**config.mk**
```make
export PLATFORM = sky130hd
export DESIGN_NAME = rule_accumulator_vm_step_unit_flat
export DESIGN_NICKNAME = d
export VERILOG_FILES = /design/src/rtl/core/rav_pkg.sv /design/src/rtl/core/rav_stream_if.sv /design/src/rtl/core/rule_accumulator_vm_step_unit.sv /design/src/flat_wrapper.sv
export VERILOG_INCLUDE_DIRS = /design/src /design/src/rtl/core
export SDC_FILE = /design/constraint.sdc
export NUM_CORES = 1
export LEC_CHECK = 0
export BUFFER_PORTS_ARGS = -buffer_cell sky130_fd_sc_hd__buf_2
export CAP_MARGIN = 0
export CELL_PAD_IN_SITES_DETAIL_PLACEMENT = 1
export CELL_PAD_IN_SITES_GLOBAL_PLACEMENT = 1
export CORE_UTILIZATION = 51
export DETAILED_ROUTE_END_ITERATION = 10
export MAX_ROUTING_LAYER = met4
export PLACE_DENSITY_LB_ADDON = 0.1
export SLEW_MARGIN = 5
export SYNTH_ARGS = -nofsm -noshare
export SYNTH_HDL_FRONTEND = slang
export SYNTH_SLANG_ARGS = --single-unit
```
**constraint.sdc**
```tcl
create_clock -name i_clk -period 12.67 [get_ports i_clk]
set_clock_uncertainty 0.1 [all_clocks]
set_input_delay 0.6335 -clock i_clk [delete_from_list [all_inputs] [get_ports i_clk]]
set_output_delay 0.6335 -clock i_clk [all_outputs]
set_load 0.05 [all_outputs]
```
**src/rtl/core/rule_accumulator_vm_step_unit_defines.svh**
```systemverilog
// Assertion macros shared by the rule accumulator RTL.
`ifndef RULE_ACCUMULATOR_VM_STEP_UNIT_DEFINES_SVH
`define RULE_ACCUMULATOR_VM_STEP_UNIT_DEFINES_SVH

// Check that cons holds in the same cycle as ante.
`define RAV_ASSERT_NOW(label, clk, rst_n, ante, cons) \
    label: assert property (@(posedge clk) disable iff (!rst_n) (ante) |-> (cons)) \
        else $error("rule accumulator check failed");

// Check that cons holds in the cycle after ante.
`define RAV_ASSERT_NEXT(label, clk, rst_n, ante, cons) \
    label: assert property (@(posedge clk) disable iff (!rst_n) (ante) |=> (cons)) \
        else $error("rule accumulator check failed");

`endif

```
**src/rtl/core/rav_pkg.sv**
```systemverilog
// Types and constants of the rule accumulator step unit.
`timescale 1ns / 1ps
`default_nettype none
package rav_pkg;

    localparam int DATA_W  = 32;
    localparam int INDEX_W = 4;
    localparam int STEP_W  = 6;
    localparam int MASK_W  = 16;

    localparam logic [DATA_W-1:0] LOW24_MASK = 32'h00FF_FFFF;

    // Item kinds
    localparam logic [1:0] ACT_EXEC   = 2'd0;
    localparam logic [1:0] ACT_UPDATE = 2'd1;
    localparam logic [1:0] ACT_TAKE   = 2'd2;
    localparam logic [1:0] ACT_ACK    = 2'd3;

    // Instruction codes
    localparam logic [3:0] OP_CLR  = 4'd0;
    localparam logic [3:0] OP_LDI  = 4'd1;
    localparam logic [3:0] OP_LD24 = 4'd2;
    localparam logic [3:0] OP_LD   = 4'd3;
    localparam logic [3:0] OP_ST24 = 4'd4;
    localparam logic [3:0] OP_ST   = 4'd5;
    localparam logic [3:0] OP_LT   = 4'd6;
    localparam logic [3:0] OP_GT   = 4'd7;
    localparam logic [3:0] OP_EQI  = 4'd8;
    localparam logic [3:0] OP_EQ   = 4'd9;
    localparam logic [3:0] OP_BZ   = 4'd10;
    localparam logic [3:0] OP_BNZ  = 4'd11;
    localparam logic [3:0] OP_DLY  = 4'd12;

    typedef struct packed {
        logic [1:0]         action;
        logic [3:0]         opcode;
        logic [INDEX_W-1:0] io_index;
        logic [DATA_W-1:0]  immediate;
        logic               update_low24;
        logic [STEP_W-1:0]  next_step;
        logic               next_end;
        logic [STEP_W-1:0]  branch_step;
        logic               branch_end;
    } t_cmd_item;

    typedef struct packed {
        logic [DATA_W-1:0]  acc_value;
        logic [STEP_W-1:0]  follow_step;
        logic               follow_end;
        logic               event_found;
        logic [INDEX_W-1:0] event_index;
        logic [DATA_W-1:0]  entry_value;
        logic [MASK_W-1:0]  writeback_mask;
    } t_res_item;

endpackage
`default_nettype wire

```
**src/rtl/core/rav_stream_if.sv**
```systemverilog
// Valid/ready stream interface carrying one payload beat.
`timescale 1ns / 1ps
`default_nettype none
interface rav_stream_if #(
    parameter type t_payload = logic
);
    logic     valid;
    logic     ready;
    t_payload data;

    modport source (output valid, output data, input ready);
    modport sink   (input valid, input data, output ready);
endinterface
`default_nettype wire

```
**src/rtl/core/rule_accumulator_vm_step_unit.sv**
```systemverilog
// Rule accumulator machine: executes one instruction or entry action per beat.
//
// Usage:
//   i_cmd carries command beats (execute, entry update, take event, acknowledge
//   write-back); o_res carries one result beat per command, in order.
//   A command is captured into an input register, evaluated by single-level
//   logic against the accumulator, operand and entry table, and the result is
//   written into the output register in the same cycle the state is updated.
//   An accepted command moves from the input register to the output register
//   when it is free or draining; o_res.ready high then takes the result beat.
//   Throughput: 1 beat per cycle while o_res.ready holds; the input and output
//   registers advance together, so a new command is taken while a result waits.
//   When the receiver stalls, the result holds in the output register and at
//   most one more command waits in the input register; i_cmd.ready then drops.
//   Reset (synchronous, active low) clears the accumulator, the operand, all
//   entry values, event marks and write-back marks, and empties both registers.
//   IO_ENTRIES sets the entry table depth; entries past 16 cannot be addressed.
`timescale 1ns / 1ps
`default_nettype none
`include "rule_accumulator_vm_step_unit_defines.svh"
module rule_accumulator_vm_step_unit #(
    parameter int IO_ENTRIES = 16
) (
    input  wire logic   i_clk,
    input  wire logic   i_rst_n,
    rav_stream_if.sink   i_cmd,
    rav_stream_if.source o_res
);
    import rav_pkg::*;

    localparam int ENTRY_DEPTH = (IO_ENTRIES < (1 << INDEX_W)) ? IO_ENTRIES : (1 << INDEX_W);
    localparam int ENTRY_IW    = (ENTRY_DEPTH > 1) ? $clog2(ENTRY_DEPTH) : 1;

    // Pipeline registers
    logic      r_cmd_vld;
    t_cmd_item r_cmd;
    logic      r_res_vld;
    t_res_item r_res;

    // Machine state
    logic [DATA_W-1:0]      r_acc;
    logic [DATA_W-1:0]      r_opnd;
    logic [DATA_W-1:0]      r_entry [ENTRY_DEPTH];
    logic [ENTRY_DEPTH-1:0] r_event;
    logic [ENTRY_DEPTH-1:0] r_wb;

    logic [DATA_W-1:0]      n_acc;
    logic [DATA_W-1:0]      n_opnd;
    logic [ENTRY_DEPTH-1:0] n_event;
    logic [ENTRY_DEPTH-1:0] n_wb;
    t_res_item              n_res;

    logic                   advance;
    logic                   idx_ok;
    logic [ENTRY_IW-1:0]    eidx;
    logic [DATA_W-1:0]      rd_val;
    logic                   wr_en;
    logic [DATA_W-1:0]      wr_val;
    logic                   take;
    logic                   found;
    logic [ENTRY_IW-1:0]    ev_sel;
    logic [INDEX_W-1:0]     ev_idx;
    logic                   upd_change;
    logic [DATA_W-1:0]      upd_val;

    // Move a beat on when the output register is free or being drained
    assign advance     = r_cmd_vld && (!r_res_vld || o_res.ready);
    assign i_cmd.ready = !r_cmd_vld || advance;
    assign o_res.valid = r_res_vld;
    assign o_res.data  = r_res;

    // Address the entry table
    assign idx_ok = 32'(r_cmd.io_index) < IO_ENTRIES;
    assign eidx   = r_cmd.io_index[ENTRY_IW-1:0];
    assign rd_val = idx_ok ? r_entry[eidx] : '0;

    // Find the lowest pending event
    always_comb begin
        found  = 1'b0;
        ev_sel = '0;
        for (int i = ENTRY_DEPTH - 1; i >= 0; i--) begin
            if (r_event[i]) begin
                found  = 1'b1;
                ev_sel = ENTRY_IW'(i);
            end
        end
        ev_idx = INDEX_W'(ev_sel);
    end

    // Compare an external update against the stored value
    always_comb begin
        if (r_cmd.update_low24) begin
            upd_change = (rd_val & LOW24_MASK) != (r_cmd.immediate & LOW24_MASK);
            upd_val    = (rd_val & ~LOW24_MASK) | (r_cmd.immediate & LOW24_MASK);
        end else begin
            upd_change = rd_val != r_cmd.immediate;
            upd_val    = r_cmd.immediate;
        end
    end

    // Evaluate the beat held in the input register
    always_comb begin
        n_acc   = r_acc;
        n_opnd  = r_opnd;
        n_event = r_event;
        n_wb    = r_wb;
        wr_en   = 1'b0;
        wr_val  = r_acc;
        take    = 1'b0;
        n_res   = '0;
        n_res.follow_end = 1'b1;

        case (r_cmd.action)
            ACT_EXEC: begin
                case (r_cmd.opcode)
                    OP_CLR: begin
                        n_acc = '0;
                    end
                    OP_LDI: begin
                        n_opnd = r_cmd.immediate;
                        n_acc  = r_cmd.immediate;
                    end
                    OP_LD24: begin
                        n_opnd = rd_val & LOW24_MASK;
                        n_acc  = rd_val & LOW24_MASK;
                    end
                    OP_LD: begin
                        n_opnd = rd_val;
                        n_acc  = rd_val;
                    end
                    OP_ST24: begin
                        wr_en  = idx_ok;
                        wr_val = (rd_val & ~LOW24_MASK) | (r_acc & LOW24_MASK);
                    end
                    OP_ST: begin
                        wr_en  = idx_ok;
                        wr_val = r_acc;
                    end
                    OP_LT: begin
                        n_opnd = rd_val;
                        n_acc  = DATA_W'(rd_val < r_acc);
                    end
                    OP_GT: begin
                        n_opnd = rd_val;
                        n_acc  = DATA_W'(rd_val > r_acc);
                    end
                    OP_EQI: begin
                        n_opnd = r_cmd.immediate;
                        n_acc  = DATA_W'(r_cmd.immediate == r_acc);
                    end
                    OP_EQ: begin
                        n_opnd = rd_val;
                        n_acc  = DATA_W'(rd_val == r_acc);
                    end
                    OP_BZ: begin
                        take = r_acc == '0;
                    end
                    OP_BNZ: begin
                        take = r_acc != '0;
                    end
                    OP_DLY: begin
                        n_opnd = rd_val;
                    end
                    default: begin
                    end
                endcase
                if (wr_en) begin
                    n_wb[eidx] = 1'b1;
                end
                n_res.follow_step = take ? r_cmd.branch_step : r_cmd.next_step;
                n_res.follow_end  = take ? r_cmd.branch_end : r_cmd.next_end;
            end
            ACT_UPDATE: begin
                if (idx_ok && upd_change) begin
                    wr_en         = 1'b1;
                    wr_val        = upd_val;
                    n_event[eidx] = 1'b1;
                end
            end
            ACT_TAKE: begin
                if (found) begin
                    n_event[ev_sel]   = 1'b0;
                    n_acc             = '0;
                    n_opnd            = '0;
                    n_res.event_found = 1'b1;
                    n_res.event_index = ev_idx;
                end
            end
            ACT_ACK: begin
                if (idx_ok) begin
                    n_wb[eidx] = 1'b0;
                end
            end
            default: begin
            end
        endcase

        n_res.acc_value   = n_acc;
        n_res.entry_value = idx_ok ? (wr_en ? wr_val : rd_val) : '0;
        for (int i = 0; i < ENTRY_DEPTH; i++) begin
            n_res.writeback_mask[i] = n_wb[i];
        end
    end

    // Hold control state and machine state
    always_ff @(posedge i_clk) begin
        if (!i_rst_n) begin
            r_cmd_vld <= 1'b0;
            r_res_vld <= 1'b0;
            r_acc     <= '0;
            r_opnd    <= '0;
            r_event   <= '0;
            r_wb      <= '0;
            for (int i = 0; i < ENTRY_DEPTH; i++) begin
                r_entry[i] <= '0;
            end
        end else begin
            if (i_cmd.ready) begin
                r_cmd_vld <= i_cmd.valid;
            end
            if (advance) begin
                r_res_vld <= 1'b1;
                r_acc     <= n_acc;
                r_opnd    <= n_opnd;
                r_event   <= n_event;
                r_wb      <= n_wb;
                if (wr_en) begin
                    r_entry[eidx] <= wr_val;
                end
            end else if (o_res.ready) begin
                r_res_vld <= 1'b0;
            end
        end
    end

    // Capture payload beats
    always_ff @(posedge i_clk) begin
        if (i_cmd.ready && i_cmd.valid) begin
            r_cmd <= i_cmd.data;
        end
        if (advance) begin
            r_res <= n_res;
        end
    end

    // Taking an event clears both registers
    `RAV_ASSERT_NOW(a_event_clears_acc, i_clk, i_rst_n,
        o_res.valid && o_res.data.event_found, o_res.data.acc_value == '0)
    // Non-execute beats carry no successor
    `RAV_ASSERT_NEXT(a_no_follow, i_clk, i_rst_n,
        advance && (r_cmd.action != ACT_EXEC),
        o_res.data.follow_end && (o_res.data.follow_step == '0))
    // Reported mask tracks the write-back marks
    `RAV_ASSERT_NEXT(a_wb_mask, i_clk, i_rst_n,
        advance, o_res.data.writeback_mask[ENTRY_DEPTH-1:0] == r_wb)
    // A taken event mark is gone afterwards
    `RAV_ASSERT_NEXT(a_event_cleared, i_clk, i_rst_n,
        advance && (r_cmd.action == ACT_TAKE) && found, !r_event[$past(ev_sel)])

endmodule
`default_nettype wire

```
**src/flat_wrapper.sv**
```systemverilog
// flat-port wrapper written by rule: the top's interface ports become plain ports
module rule_accumulator_vm_step_unit_flat import rav_pkg::*;
#(
    parameter int IO_ENTRIES = 16
)
  (i_clk, i_rst_n, i_cmd_valid, i_cmd_data, i_cmd_ready, o_res_valid, o_res_data, o_res_ready);
  rav_stream_if #(.t_payload(t_cmd_item)) i_cmd_i ();
  rav_stream_if #(.t_payload(t_res_item)) o_res_i ();
  input  wire logic i_clk;
  input  wire logic i_rst_n;
  input wire logic [$bits(i_cmd_i.valid)-1:0] i_cmd_valid;
  input wire logic [$bits(i_cmd_i.data)-1:0] i_cmd_data;
  output wire logic [$bits(i_cmd_i.ready)-1:0] i_cmd_ready;
  output wire logic [$bits(o_res_i.valid)-1:0] o_res_valid;
  output wire logic [$bits(o_res_i.data)-1:0] o_res_data;
  input wire logic [$bits(o_res_i.ready)-1:0] o_res_ready;
  assign i_cmd_i.valid = i_cmd_valid;
  assign i_cmd_i.data = i_cmd_data;
  assign i_cmd_ready = i_cmd_i.ready;
  assign o_res_valid = o_res_i.valid;
  assign o_res_data = o_res_i.data;
  assign o_res_i.ready = o_res_ready;
  rule_accumulator_vm_step_unit #(.IO_ENTRIES(IO_ENTRIES)) u_core (.i_clk(i_clk), .i_rst_n(i_rst_n), .i_cmd(i_cmd_i), .o_res(o_res_i));
endmodule
```
Word-level counts from Yosys, hierarchy flattened
Memory sizes are Yosys's and may differ from the RTL's. A register that Yosys moved wholly into a read port is not among the register bits.
Index checks and enable logic that the tools add are counted.
W data, S select, Z words.
{ "classes": {"order_cmp": 6, "eq_ne": 20, "muxes": 70, "n_bitwise": 8, "n_reduce_logical": 18} }
{ "ops": {"columns": ["cell", "n"], "rows": [
  ["$pmux W32 S8", 1],
  ["$mux W32", 6],
  ["$pmux W32 S2", 2],
  ["$mux W4", 18],
  ["$eq A32 B32 Y1", 2],
  ["$or A32 B24 Y32", 2],
  ["$pmux W16 S2", 2],
  ["$mux W16", 3],
  ["$and A16 B16 Y16", 2],
  ["$gt A32 B32 Y1", 1],
  ["$logic_not A32 Y1", 1],
  ["$lt A32 B32 Y1", 1],
  ["$mux W1", 32],
  ["$ne A32 B32 Y1", 1],
  ["$not A16 Y16", 2],
  ["$or A16 B16 Y16", 2],
  ["$reduce_bool A32 Y1", 1],
  ["$reduce_or A32 Y1", 1],
  ["$ne A24 B24 Y1", 1],
  ["$eq A4 B3 Y1 const B", 4],
  ["$eq A4 B4 Y1 const B", 4],
  ["$lt A4 B5 Y1 const B", 2],
  ["$demux W1 S4", 2],
  ["$eq A4 B2 Y1 const B", 2],
  ["17 further kinds", 27]
]} }
{ "word_totals": {"register_bits": 215, "mem_bits_rw": 512, "output_inout_bits": 94, "wordCells": 144, "memories": 1} }
{ "mem_list": {"columns": ["memory", "words", "width", "rd", "rd_clocked_by_memory_dff", "write_ports", "line", "source"], "rows": [
  ["u_core.r_entry", 16, 32, 1, 1, 16, "rule_accumulator_vm_step_unit.sv:43", "logic [DATA_W-1:0] r_entry [ENTRY_DEPTH];"]
]} }

Logic depth before layout (Yosys ltp)
{ "logic_depth": {"depth_word": 24, "mapped_depth": 22, "mapped_depth_nobuf": 16} }

Worst setup path before layout
OpenSTA, ideal clock, no wires.
{ "synth_timing": {"path_type": "register -> register", "from": "reg (tool-made name)", "to": "mem u_core.r_entry[10][0], enable pin", "setup_ps": 466, "t_arrival_ps": 5242, "t_required_ps": 12104, "setup_slack_ps": 6863, "stages_incl_launch_ff": 14, "path_buffers": 5, "path_cell_list": "dfxtp_1 buf_4 buf_6 buf_6 buf_2 mux4_2 xnor2_1 a311oi_1 nor3_1 a41oi_2 or2_1 buf_6 nand2_1 o21ai_0"} }
{ "synth_lines": {"columns": ["element", "line"], "rows": [
  ["to (decl)", "rule_accumulator_vm_step_unit.sv:43"]
]} }

==> run_results.csv <==
group,metric,value,unit
route,dr.pass1.iters,7,
synth,synth_cells,2872,
outcome,outcome,"completed",
timing,post-route-min-period,7.43,ns
worst_hold_path,hold_path_class,"in2reg",
finish,fin_util,57.2,%
grt,gr-usage-met2,50.0,%
die,die_area,0.0704,mm^2
critical_path,crit_type,"reg2reg",
die,core_area,0.0686,mm^2
die,io_pins,155,
pwr,p_per_area,148,mW/mm^2
route,ant_nets,0,
pwr,cellLeakagePower,13.6,nW
critical_path,cp_slowest_cell,"o41ai_4",
critical_path,crit_arrival,7.69,ns
grt,grt_use_met3,3.68,%
cts,cts_setup_buffers,0,
synth,ys_ff_latch,731,
die,initial_core_util,51.6,%
synth,synth_top_family_by_area,"simple AND/OR/NAND/NOR gates",
route,vias_per_cell,6.25,
die,num_rows,96,
critical_path,start_kind,"register",
route,finalWirelength,111,mm
pwr,switchingPower,1.53,mW
timing,slew_headroom,30.3,%
grt,grtUsageMet1,46.0,%
critical_path,cpPeakStageDelay,0.83,ns
critical_path,cp.buffers_inverters,5,
synth,synth_fa_ha_area_share,1.27,%
finish,fin_cells,3889,
synth,syn-num-nets,2969,
placed_design,place_congestion,0.960,
synth,synth_edf_count,661,
timing,rsz0062_at_grt,"no",
job,drv_cap,0,
pwr,p_int,4.29,mW
grt,grt_pass1_wl,163,mm
cts,cts_buffers,79,
timing,period_share,58.7,%
timing,finalHoldViolations,0,
cts,clockBufferDepth,3,
finish,regArea,0.0213,mm^2
critical_path,worstPathCellList,"buf_4 -> buf_4 -> nor2b_1 -> a22oi_1 -> a21oi_1 -> nor3b_1 -> a31oi_1 -> o41ai_4 -> a41oi_2 -> buf_4 -> or2_2 -> nand4_1 -> buf_4 -> nand2_1 -> buf_4",
placed_design,port-buffer-count,154,
synth,synth_mux_area_share,10.7,%
critical_path,path_delay_family,"buffers and inverters",
placed_design,dp_cells,3745,
timing,setup_violations,0,
critical_path,worstPathRequired,12.92,ns
timing,fmax,0.135,GHz
synth,avgSynthCellArea,12.3,um^2
finish,area_growth,10.9,%
pwr,seq_power_share,48.1,%
cts,root_buffer,"clkbuf_16",
grt,grt_overflow_total,0,
pwr,p_sw_share,26.3,%
grt,grt_max_degree,95,
pwr,p_clk_share,39.7,%
die,die-width,265,um
finish,final_common_cell,"edfxtp_1",
synth,synthXorXnorAreaFrac,2.45,%
cts,ctsResizeCount,0,
pwr,comb_power_share,12.3,%
synth,yosys.area_share.simple,11.8,%
grt,busiest_layer,"met2",
finish,drive_gt1_share,18.3,%
grt,grt_pass1_vias,24600,
cts,cts_sinks,731,
route,vias,24300,
finish,final_net_count,2992,
cts,path_clk_slew,0.06,ns
route,wire_per_inst,28.5,um
finish,final_cell_mix,"edfxtp_1 (661), nor2_1 (535), nand2_1 (262)",
placed_design,place_hpwl,73.0,mm
synth,synth-async-reset-ratio,0,%
timing,tns,0,ns
synth,synth_compound_area_share,9.19,%
timing,slew_viol_final,0,
synth,synth_area,0.0354,mm^2
critical_path,cp_common_cell,"buf_4",
synth,synthFlopType,"edfxtp_1",
grt,antenna_found_initial,0,
pwr,ir_drop,132,uV
timing,worst_pin_slew,1.04,ns
grt,track_usage,32.5,%
route,first_iter_violations,2655,
synth,synth_cell_types,73,
cts,clkLatencyLatePin,0.64,ns
synth,synth-seq-area-share,60.1,%
cts,cts_hold_buf,0,
cts,htreeDepth,3,
finish,multiInputGateArea,0.0127,mm^2
finish,fillers,6777,
cts,cts_tree,"built",
critical_path,setup.worst_path.end_class,"register",
critical_path,crit_path_max_fanout,50,
route,drc,0,
die,fp.dieH,265,um
synth,ys_warn_count,0,
finish,diodes,0,
-- registers in the layout (all words and copies together) (netlist names), named ones only --
register and flops:
u_core.r_cmd_vld 1, u_core.r_entry 512, u_core.r_event 16, u_core.r_wb 16, u_core.r_acc 32, u_core.eidx 4, u_core.r_cmd 53, u_core.o_res.data 92
u_core.o_res.valid 1
-- power by group through the flow --
stage                     sequential (mW)  clock [mW]  combinational, mW
after detailed placement             2.84           0              0.704
after CTS                            2.79        2.34              0.708
after floorplan                      2.85           0              0.446
after global routing                 2.80        2.41              0.753
final                                2.79        2.31              0.713
after global placement               2.84           0              0.689
-- cell type report --
class / count / share of cell area (%)
clock buffers: 100 / 5.37
clock inverters: 44 / 1.13
inverters: 79 / 0.769
multi-input cells: 1793 / 32.5
flip-flops and latches: 731 / 54.2
well taps: 931 / 2.97
repair buffers: 211 / 3.09
-- through the flow --
stage	cell area [um^2]	power, mW	setup WS [ns]	hold slack [ns]
2_1_floorplan	35400	3.30	6.86	0.336
3_3_place_gp	36700	3.53	5.44	0.342
3_5_place_dp	36700	3.55	5.28	0.352
4_1_cts	39200	5.84	5.23	0.0383
5_1_grt	39200	5.97	4.79	0.0491
6_report	39200	5.81	5.24	0.0694
-- cell usage after synthesis, types with 4 or more instances --
cell      number  share of area [%]
a211oi_1      11               0.23
a21boi_0      39               0.83
a21boi_4      24                1.3
a21o_1        18               0.38
a21oi_1      137                1.9
a221o_1       20               0.57
a22oi_1        5               0.11
a31oi_1       34               0.60
buf_1         15               0.16
buf_2         40               0.57
buf_4         29               0.62
buf_6         16               0.51
clkbuf_1     169                1.8
dfxtp_1       70                4.0
edfxtp_1     661                 56
ha_1          36                1.3
inv_1         78               0.83
mux2_2        30               0.96
mux2i_1       85                2.4
mux4_2       114                7.3
nand2_1      262                2.8
nand2b_1      10               0.18
nand3_1       54               0.76
nand4_1       18               0.32
nor2_1       535                5.7
nor2b_1       12               0.21
nor3_1        23               0.33
nor4_1        30               0.53
nor4b_1       11               0.27
o211ai_1       9               0.19
o211ai_2       4               0.14
o21a_1         6               0.13
o21ai_0       45               0.64
o21ai_1       12               0.17
o22ai_1       21               0.37
o31a_1         6               0.15
o31ai_4        8               0.48
o41ai_1        5               0.12
or3_1         12               0.21
or4_1          8               0.17
xnor2_1       55                1.4
xor2_1        44                1.1
-- kinds of logic (layout without fill, tap and decap cells) --
logic type	after synthesis	after routing
AO/OA/AOI/OAI	436	436
buffers and inverters	348	434
AND/OR/NAND/NOR	992	992
XOR/XNOR	99	99
multiplexers	230	230
adder cells (fa/ha/maj)	36	36
flip-flops	731	731
-- layer usage --
layer  vias up  routed length (um)
met5         -                   0
met4         0                2650
met3       155                7900
met2      1008               52100
met1     12700               48100
li1      10500                   -
-- worst reg2reg max path: cells and delay by family (launching register included) --
kind	cells	cell delay, ns
buffers and inverters	5	2.57
and+or+nand+nor	5	1.97
AOI/OAI and AO/OA	5	1.75
DFF	1	0.74
-- worst paths after layout --
path                                startpoint                    to  slack (ns)  cells after the start
worst min register to register  u_core.r_wb[7]        u_core.r_wb[7]        0.36                      2
worst min-delay path            i_cmd_data[32]      u_core.r_cmd[32]        0.07                      1
worst max register to register        register  u_core.r_entry[0][2]        5.24                     15
worst max-delay path                  register  u_core.r_entry[0][2]        5.24                     15
Power figures use the tool's default switching activity.
